[src/rtl/core/rc5_edge_timing_decoder_assert.svh]
// assertion macros for the rc5 edge timing decoder
// no dependencies; included by the top level only
`ifndef RC5_EDGE_TIMING_DECODER_ASSERT_SVH
`define RC5_EDGE_TIMING_DECODER_ASSERT_SVH

// same-cycle implication, disabled during reset
`define RC5_ASSERT_IMPLY(label, clk, rst_n, cond, prop) \
	label: assert property (@(posedge clk) disable iff (!rst_n) (cond) |-> (prop)) \
		else $error("assertion failed");

// next-cycle implication, disabled during reset
`define RC5_ASSERT_NEXT(label, clk, rst_n, cond, prop) \
	label: assert property (@(posedge clk) disable iff (!rst_n) (cond) |=> (prop)) \
		else $error("assertion failed");

`endif

[src/rtl/core/rc5_pkg.sv]
// types and constants shared by the rc5 edge timing decoder
// no dependencies
package rc5_pkg;

	localparam int TICK_W     = 16;
	localparam int COUNT_W    = 4;
	localparam int SHIFT_W    = 13;
	localparam int ADDR_W     = 5;
	localparam int CMD_W      = 6;
	localparam int PADDR_W    = 4;
	localparam int PDATA_W    = 32;

	localparam logic [COUNT_W-1:0] LAST_BIT_BEFORE = 4'd13;

	localparam logic [TICK_W-1:0] SHORT_MIN_RST = 16'd16020;
	localparam logic [TICK_W-1:0] SHORT_MAX_RST = 16'd21263;
	localparam logic [TICK_W-1:0] LONG_MIN_RST  = 16'd32041;
	localparam logic [TICK_W-1:0] LONG_MAX_RST  = 16'd42526;

	typedef enum logic [1:0] {
		REG_SHORT_MIN = 2'd0,
		REG_SHORT_MAX = 2'd1,
		REG_LONG_MIN  = 2'd2,
		REG_LONG_MAX  = 2'd3
	} reg_idx_t;

	typedef struct packed {
		logic [TICK_W-1:0] interval_ticks;
		logic              edge_rising;
	} edge_item_t;

	typedef struct packed {
		logic              toggle_bit;
		logic [ADDR_W-1:0] device_address;
		logic [CMD_W-1:0]  command_code;
	} frame_item_t;

	typedef struct packed {
		logic [TICK_W-1:0] short_min_ticks;
		logic [TICK_W-1:0] short_max_ticks;
		logic [TICK_W-1:0] long_min_ticks;
		logic [TICK_W-1:0] long_max_ticks;
	} cfg_t;

	typedef struct packed {
		logic [COUNT_W-1:0] bits_taken;
		logic [SHIFT_W-1:0] frame_shift;
		logic               at_boundary;
	} frame_state_t;

endpackage

[src/rtl/core/rc5_edge_timing_decoder.sv]
// top level of the rc5 edge timing decoder: edge register, frame tracker, result register
// depends on rc5_pkg, rc5_cfg_regs, rc5_frame and rc5_edge_timing_decoder_assert.svh
//
//  channel  | direction | handshake                | payload
//  ---------+-----------+--------------------------+-----------------------
//  edge     | in        | edge_valid / edge_stall  | edge_data (interval, polarity)
//  frame    | out       | frame_valid / frame_stall| frame_data (toggle, address, command)
//  config   | in        | psel / penable / pready  | paddr, pwdata, prdata
//
// one edge transaction per cycle while edge_stall is low; an edge is registered in the edge
// register, then goes through a single pass of window compares and a 13-bit shift
// into the result register
// reset clears the tracker to idle and loads the default timing windows
// edge_stall rises only when a finished frame sits stalled in the result register
// and the edge held in the edge register would produce another frame
module rc5_edge_timing_decoder (
	input  logic                          clk,
	input  logic                          arst_n,
	input  logic                          edge_valid,
	output logic                          edge_stall,
	input  rc5_pkg::edge_item_t           edge_data,
	output logic                          frame_valid,
	input  logic                          frame_stall,
	output rc5_pkg::frame_item_t          frame_data,
	input  logic                          psel,
	input  logic                          penable,
	input  logic                          pwrite,
	input  logic [rc5_pkg::PADDR_W-1:0]   paddr,
	input  logic [rc5_pkg::PDATA_W-1:0]   pwdata,
	output logic [rc5_pkg::PDATA_W-1:0]   prdata,
	output logic                          pready
);

`include "rc5_edge_timing_decoder_assert.svh"

	rc5_pkg::cfg_t         cfg;
	rc5_pkg::edge_item_t   edge_s1;
	logic                  edge_valid_s1;
	logic                  res_valid;
	rc5_pkg::frame_item_t  res_item;
	rc5_pkg::frame_state_t trk_state;
	rc5_pkg::frame_item_t  frame_q;
	logic                  frame_valid_q;
	logic                  advance;
	logic                  edge_acc;
	logic                  frame_acc;

	// timing window registers
	rc5_cfg_regs u_cfg (
		.clk     (clk),
		.arst_n  (arst_n),
		.psel    (psel),
		.penable (penable),
		.pwrite  (pwrite),
		.paddr   (paddr),
		.pwdata  (pwdata),
		.prdata  (prdata),
		.pready  (pready),
		.cfg     (cfg)
	);

	// the held edge moves on unless it makes a frame and the result slot is blocked
	assign advance    = edge_valid_s1 && (!res_valid || !frame_valid_q || !frame_stall);
	assign edge_stall = edge_valid_s1 && !advance;
	assign edge_acc   = edge_valid && !edge_stall;
	assign frame_acc  = frame_valid_q && !frame_stall;

	// edge register
	always_ff @(posedge clk or negedge arst_n) begin
		if (!arst_n) begin
			edge_valid_s1 <= 1'b0;
		end else if (edge_acc) begin
			edge_valid_s1 <= 1'b1;
		end else if (advance) begin
			edge_valid_s1 <= 1'b0;
		end
	end

	always_ff @(posedge clk) begin
		if (edge_acc) begin
			edge_s1 <= edge_data;
		end
	end

	// bit tracking and field extraction in one pass
	rc5_frame u_frame (
		.clk       (clk),
		.arst_n    (arst_n),
		.cfg       (cfg),
		.step      (advance),
		.item      (edge_s1),
		.res_valid (res_valid),
		.res_item  (res_item),
		.state     (trk_state)
	);

	// result register, refilled in the same cycle its frame is taken
	always_ff @(posedge clk or negedge arst_n) begin
		if (!arst_n) begin
			frame_valid_q <= 1'b0;
		end else if (advance && res_valid) begin
			frame_valid_q <= 1'b1;
		end else if (frame_acc) begin
			frame_valid_q <= 1'b0;
		end
	end

	always_ff @(posedge clk) begin
		if (advance && res_valid) begin
			frame_q <= res_item;
		end
	end

	assign frame_valid = frame_valid_q;
	assign frame_data  = frame_q;

	// checks on the tracker and the result slot
	`RC5_ASSERT_IMPLY(a_bits_bounded, clk, arst_n, 1'b1, trk_state.bits_taken <= rc5_pkg::LAST_BIT_BEFORE)
	`RC5_ASSERT_IMPLY(a_idle_clean, clk, arst_n, trk_state.bits_taken == '0, (trk_state.frame_shift == '0) && !trk_state.at_boundary)
	`RC5_ASSERT_NEXT(a_frame_loaded, clk, arst_n, advance && res_valid, frame_valid && (frame_data == $past(res_item)))

endmodule

[src/rtl/core/rc5_cfg_regs.sv]
// apb-style register file holding the four timing windows
// depends on rc5_pkg
module rc5_cfg_regs (
	input  logic                          clk,
	input  logic                          arst_n,
	input  logic                          psel,
	input  logic                          penable,
	input  logic                          pwrite,
	input  logic [rc5_pkg::PADDR_W-1:0]   paddr,
	input  logic [rc5_pkg::PDATA_W-1:0]   pwdata,
	output logic [rc5_pkg::PDATA_W-1:0]   prdata,
	output logic                          pready,
	output rc5_pkg::cfg_t                 cfg
);

	rc5_pkg::cfg_t     cfg_q;
	rc5_pkg::reg_idx_t idx;
	logic              wr_en;
	logic [rc5_pkg::TICK_W-1:0] rd_val;

	assign idx    = rc5_pkg::reg_idx_t'(paddr[3:2]);
	assign wr_en  = psel && penable && pwrite;
	assign pready = 1'b1;
	assign cfg    = cfg_q;

	always_ff @(posedge clk or negedge arst_n) begin
		if (!arst_n) begin
			cfg_q.short_min_ticks <= rc5_pkg::SHORT_MIN_RST;
			cfg_q.short_max_ticks <= rc5_pkg::SHORT_MAX_RST;
			cfg_q.long_min_ticks  <= rc5_pkg::LONG_MIN_RST;
			cfg_q.long_max_ticks  <= rc5_pkg::LONG_MAX_RST;
		end else if (wr_en) begin
			unique case (idx)
				rc5_pkg::REG_SHORT_MIN: cfg_q.short_min_ticks <= pwdata[15:0];
				rc5_pkg::REG_SHORT_MAX: cfg_q.short_max_ticks <= pwdata[15:0];
				rc5_pkg::REG_LONG_MIN:  cfg_q.long_min_ticks  <= pwdata[15:0];
				rc5_pkg::REG_LONG_MAX:  cfg_q.long_max_ticks  <= pwdata[15:0];
				default:                cfg_q <= cfg_q;
			endcase
		end
	end

	always_comb begin
		unique case (idx)
			rc5_pkg::REG_SHORT_MIN: rd_val = cfg_q.short_min_ticks;
			rc5_pkg::REG_SHORT_MAX: rd_val = cfg_q.short_max_ticks;
			rc5_pkg::REG_LONG_MIN:  rd_val = cfg_q.long_min_ticks;
			rc5_pkg::REG_LONG_MAX:  rd_val = cfg_q.long_max_ticks;
			default:                rd_val = '0;
		endcase
	end

	assign prdata = {{(rc5_pkg::PDATA_W - rc5_pkg::TICK_W){1'b0}}, rd_val};

endmodule

[src/rtl/core/rc5_frame.sv]
// frame tracker: window compares, bit taking and frame field extraction
// depends on rc5_pkg
module rc5_frame (
	input  logic                  clk,
	input  logic                  arst_n,
	input  rc5_pkg::cfg_t         cfg,
	input  logic                  step,
	input  rc5_pkg::edge_item_t   item,
	output logic                  res_valid,
	output rc5_pkg::frame_item_t  res_item,
	output rc5_pkg::frame_state_t state
);

	logic [rc5_pkg::COUNT_W-1:0] bits_q, bits_n;
	logic [rc5_pkg::SHIFT_W-1:0] shift_q, shift_n, shift_take;
	logic                        bound_q, bound_n;
	logic                        falling, is_short, is_long, take;
	logic [rc5_pkg::TICK_W-1:0]  t;

	assign t       = item.interval_ticks;
	assign falling = !item.edge_rising;

	// short wins where the windows overlap
	assign is_short = (t >= cfg.short_min_ticks) && (t <= cfg.short_max_ticks);
	assign is_long  = !is_short && (t >= cfg.long_min_ticks) && (t <= cfg.long_max_ticks);

	assign shift_take = {shift_q[rc5_pkg::SHIFT_W-2:0], falling};

	always_comb begin
		bits_n    = bits_q;
		shift_n   = shift_q;
		bound_n   = bound_q;
		take      = 1'b0;
		res_valid = 1'b0;
		if (bits_q == '0) begin
			// idle: a falling edge is start bit 1
			if (falling) begin
				bits_n  = 4'd1;
				shift_n = {{(rc5_pkg::SHIFT_W-1){1'b0}}, 1'b1};
				bound_n = 1'b0;
			end
		end else if ((!is_short && !is_long) || (is_long && bound_q)) begin
			bits_n  = '0;
			shift_n = '0;
			bound_n = 1'b0;
		end else begin
			if (is_short) begin
				take    = bound_q;
				bound_n = !bound_q;
			end else begin
				take = 1'b1;
			end
			if (take) begin
				if (bits_q == rc5_pkg::LAST_BIT_BEFORE) begin
					// fourteenth bit: emit when start bit 2 is set
					res_valid = shift_take[12];
					bits_n    = '0;
					shift_n   = '0;
					bound_n   = 1'b0;
				end else begin
					bits_n  = bits_q + 4'd1;
					shift_n = shift_take;
				end
			end
		end
	end

	assign res_item.toggle_bit     = shift_take[11];
	assign res_item.device_address = shift_take[10:6];
	assign res_item.command_code   = shift_take[5:0];

	always_ff @(posedge clk or negedge arst_n) begin
		if (!arst_n) begin
			bits_q  <= '0;
			shift_q <= '0;
			bound_q <= 1'b0;
		end else if (step) begin
			bits_q  <= bits_n;
			shift_q <= shift_n;
			bound_q <= bound_n;
		end
	end

	assign state.bits_taken  = bits_q;
	assign state.frame_shift = shift_q;
	assign state.at_boundary = bound_q;

endmodule

[config.mk]
export PLATFORM = sky130hd
export DESIGN_NAME = rc5_edge_timing_decoder
export DESIGN_NICKNAME = d
export VERILOG_FILES = /design/src/rtl/core/rc5_pkg.sv /design/src/rtl/core/rc5_edge_timing_decoder.sv /design/src/rtl/core/rc5_cfg_regs.sv /design/src/rtl/core/rc5_frame.sv
export VERILOG_INCLUDE_DIRS = /design/src /design/src/rtl/core
export SDC_FILE = /design/constraint.sdc
export NUM_CORES = 1
export LEC_CHECK = 0
export ABC_AREA = 1
export BUFFER_PORTS_ARGS = -buffer_cell sky130_fd_sc_hd__buf_2
export CAP_MARGIN = 20
export CORE_MARGIN = 2
export CORE_UTILIZATION = 40
export CTS_CLUSTER_SIZE = 24
export DETAILED_ROUTE_END_ITERATION = 6
export GPL_ROUTABILITY_DRIVEN = 0
export HOLD_SLACK_MARGIN = 0.12
export SLEW_MARGIN = 20
export SYNTH_ARGS = -nofsm -noshare
export SYNTH_HDL_FRONTEND = slang
export SYNTH_SLANG_ARGS = --single-unit
[constraint.sdc]
create_clock -name clk -period 6.6 [get_ports clk]
set_input_delay 0.66 -clock clk [delete_from_list [all_inputs] [get_ports clk]]
set_output_delay 0.66 -clock clk [all_outputs]
set_load 0.01 [all_outputs]
==> flow_summary.toml <==
[sta]
hold_viol = 0
fin_crit_ns = 3.63
slew_violations = 0
fmax_mhz = 275
tightest_slew_ns = 1.02
rsz0062_at_grt = "no"
fin_worst_skew_ns = 0.0104
slew_headroom_pct = 31.9
tns_ns = 0
fin_crit_sh_pct = 55.1
setup_viol = 0

[clocking]
htree_levels = 3
cts-root-buf = "clkbuf_16"
cts_sinks = 112
cts_resized = 0
numCtsBuffers = 9
cts_hold_buffers = 0
cts.path.max_buffers = 2
clkSlewWorstSetupHoldPaths_ns = 0.08
cts_setup_buffers = 0
worst_skew_pair.late_latency_ns = 0.36
tritoncts = "yes"

[floorplanning]
dieArea_sq_um = 17400
die_y_microns = 132
die_w_microns = 132
start_util_pct = 41.1
core_area_sq_um = 15900
num_io_pins = 107
rows = 46

[detailed_routing]
drc_errors = 0
ant_nets = 0
via_count = 5036
firstDrtPassIters = 5
drt_iter0_markers = 251
drt-total-wl_mm = 15.0
viasPerCell = 4.75
post_drt_wl_per_cell_microns = 14.2

[worst_setup_path]
r2r_slack_ns = 3.20
setup.worst_path.start = "u_cfg.cfg[59]$_DFFE_PN1P_"
crit_fanout = 3
cp.required_ns = 5.94
arrival_ns = 2.97
start_kind = "register"
r2r_cells = 16
crit_type = "register to output port"
reg2reg_to = "edge_s1[10]$_DFFE_PP_"
worstSetupEndpointType = "output port"
r2r_start = "u_cfg.cfg[41]$_DFFE_PN1P_"

[cells_and_area]
final_nets = 968
fin_util_pct = 46.1
num_antenna_cells = 0
drive_above_1_share_pct = 16.0
area_growth_pct = 12.3
n_fill_cell = 1615

[synthesis]
yosysUniqueCellTypes = 30
synth_area_sq_um = 6550
ys_ff_latch = 112
synth.avg_cell_area_sq_um = 8.38
ys_warn_count = 0
syn_inst = 781
ys_seq_area_share_pct = 45.7

[place]
port_buffers = 71
dp_hpwl_mm = 10.5

[run]
max_cap_violations = 0

[grt]
grt_usage_pct = 18.4
grt_max_degree = 43
antenna_found_initial = 0
grt_pass1_wl_mm = 25.6
grt_pass1_vias = 4994
grt_remaining_overflow = 0

[worst_hold_path]
hp-class = "primary input to asynchronous set/reset pin"

[pwr]
power_mw = 2.11
p_leak_nw = 3.66
p_per_area_nw_per_um2 = 286
peakVddDrop_mv = 0.136

[run_status]
status = "complete, no violations"
[area by class of cell]
class	count	area, sq um	area share, %
Clock inverter	7	91.3	1.24
Timing Repair Buffer	72	365	4.97
Inverter	127	477	6.48
Clock buffer	9	225	3.06
Sequential cell	112	2990	40.7
Multi-Input combinational cell	518	2930	39.9
Tap cell	216	270	3.68
[layer usage]
layer  vias up  global-route usage [%]  wire length (microns)
met5         -                       0                      0
met2        95                    31.4                   7190
li1       2608                       -                      -
met4         0                    3.99                    150
met1      2322                    24.2                   7170
met3        11                    3.84                    515
[state kept, by name, indices dropped and copies added, names as in the netlist]
register,count
u_cfg.cfg,64
edge_s1,17
frame_data,12
u_frame.shift_q,12
u_frame.bits_q,4
edge_valid_s1,1
frame_valid,1
u_frame.bound_q,1
[cell usage after synthesis, drive strengths merged]
cell type | instances | area [sq um]
clkbuf | 19 | 71.3
nor4 | 1 | 21.3
clkinv | 1 | 3.75
a21o | 2 | 15.0
conb | 2 | 7.51
xnor2 | 1 | 8.76
xor2 | 1 | 8.76
nor3 | 4 | 20.0
and3 | 1 | 6.26
nand3 | 14 | 95.1
o21bai | 3 | 22.5
o2111ai | 15 | 131
inv | 126 | 473
a21oi | 27 | 135
buf | 20 | 149
edfxtp | 29 | 871
nor2 | 33 | 124
nand2 | 234 | 893
and2 | 1 | 6.26
nand4 | 23 | 144
dfstp | 33 | 867
ha | 68 | 851
dfrtp | 50 | 1250
o21a | 2 | 15.0
o21ai | 71 | 355
[placed cells by master, fill, tap and decap left out, types with 2 or more instances in the layout]
master,n
nand2_1,226
inv_1,126
o21ai_0,71
buf_2,70
ha_1,68
dfrtp_1,50
dfstp_2,33
nor2_1,30
edfxtp_1,29
a21oi_1,27
nand4_1,23
conb_1,17
o2111ai_1,15
nand3_1,12
clkbuf_16,9
nand2_2,7
nor3_1,4
o21bai_1,3
nor2_2,3
clkinv_4,3
o21a_1,2
a21o_1,2
nand3_4,2
buf_4,2
[kinds of logic (layout without fill, tap and decap cells)]
| kind of cell | after synthesis | in the layout | share of synthesized area, % |
|---|---|---|---|
| AND/OR/NAND/NOR | 311 | 311 | 20.0 |
| buffers and inverters | 166 | 215 | 10.6 |
| AO/OA/AOI/OAI | 120 | 120 | 10.3 |
| flip-flops | 112 | 112 | 45.7 |
| adder cells (fa/ha/maj) | 68 | 68 | 13.0 |
| other | 2 | 17 | 0.115 |
| XOR/XNOR | 2 | 2 | 0.268 |
[where the power goes]
group / switching, mW / leakage [nW] / internal (mW) / total, mW
registers: 0.0910 / 1.27 / 0.850 / 0.941
logic: 0.370 / 2.24 / 0.220 / 0.590
clock network: 0.272 / 0.150 / 0.303 / 0.575
total: 0.733 / 3.66 / 1.37 / 2.11
[worst max-delay path by stage]
stage,endpoint,slack [ns],cells past startpoint
final,edge_stall,2.97,17
after global routing,edge_stall,2.68,18
after CTS,edge_stall,2.91,17
after detailed placement,edge_s1[1]$_DFFE_PP_,3.16,16
after global placement,edge_s1[16]$_DFFE_PP_,3.13,16
after floorplan,edge_stall,3.68,16
[worst max-delay path, cell delays in order, from the launching register on]
cell and delay [ns]:
dfstp_2 0.55, inv_1 0.05, ha_1 0.30, nand2_1 0.14, o21bai_1 0.12, nand2_1 0.07, a21oi_1 0.16, nand3_1 0.11
nand2_2 0.10, inv_1 0.05, ha_1 0.19, nor2_1 0.14, and2_1 0.21, nand2_1 0.07, inv_1 0.06, nand3_1 0.10
inv_1 0.09, buf_2 0.13
[metrics by stage]
stage / area, sq um / hold WS, ns / setup slack, ns / cells
2_1_floorplan: 6600 / 0.364 / 3.68 / 796
3_3_place_gp: 7030 / 0.463 / 3.13 / 1045
3_5_place_dp: 7030 / 0.466 / 3.16 / 1045
4_1_cts: 7340 / 0.298 / 2.91 / 1061
5_1_grt: 7350 / 0.313 / 2.68 / 1061
6_report: 7350 / 0.280 / 2.97 / 1061
No activity file was read; power rests on OpenSTA's default activity.
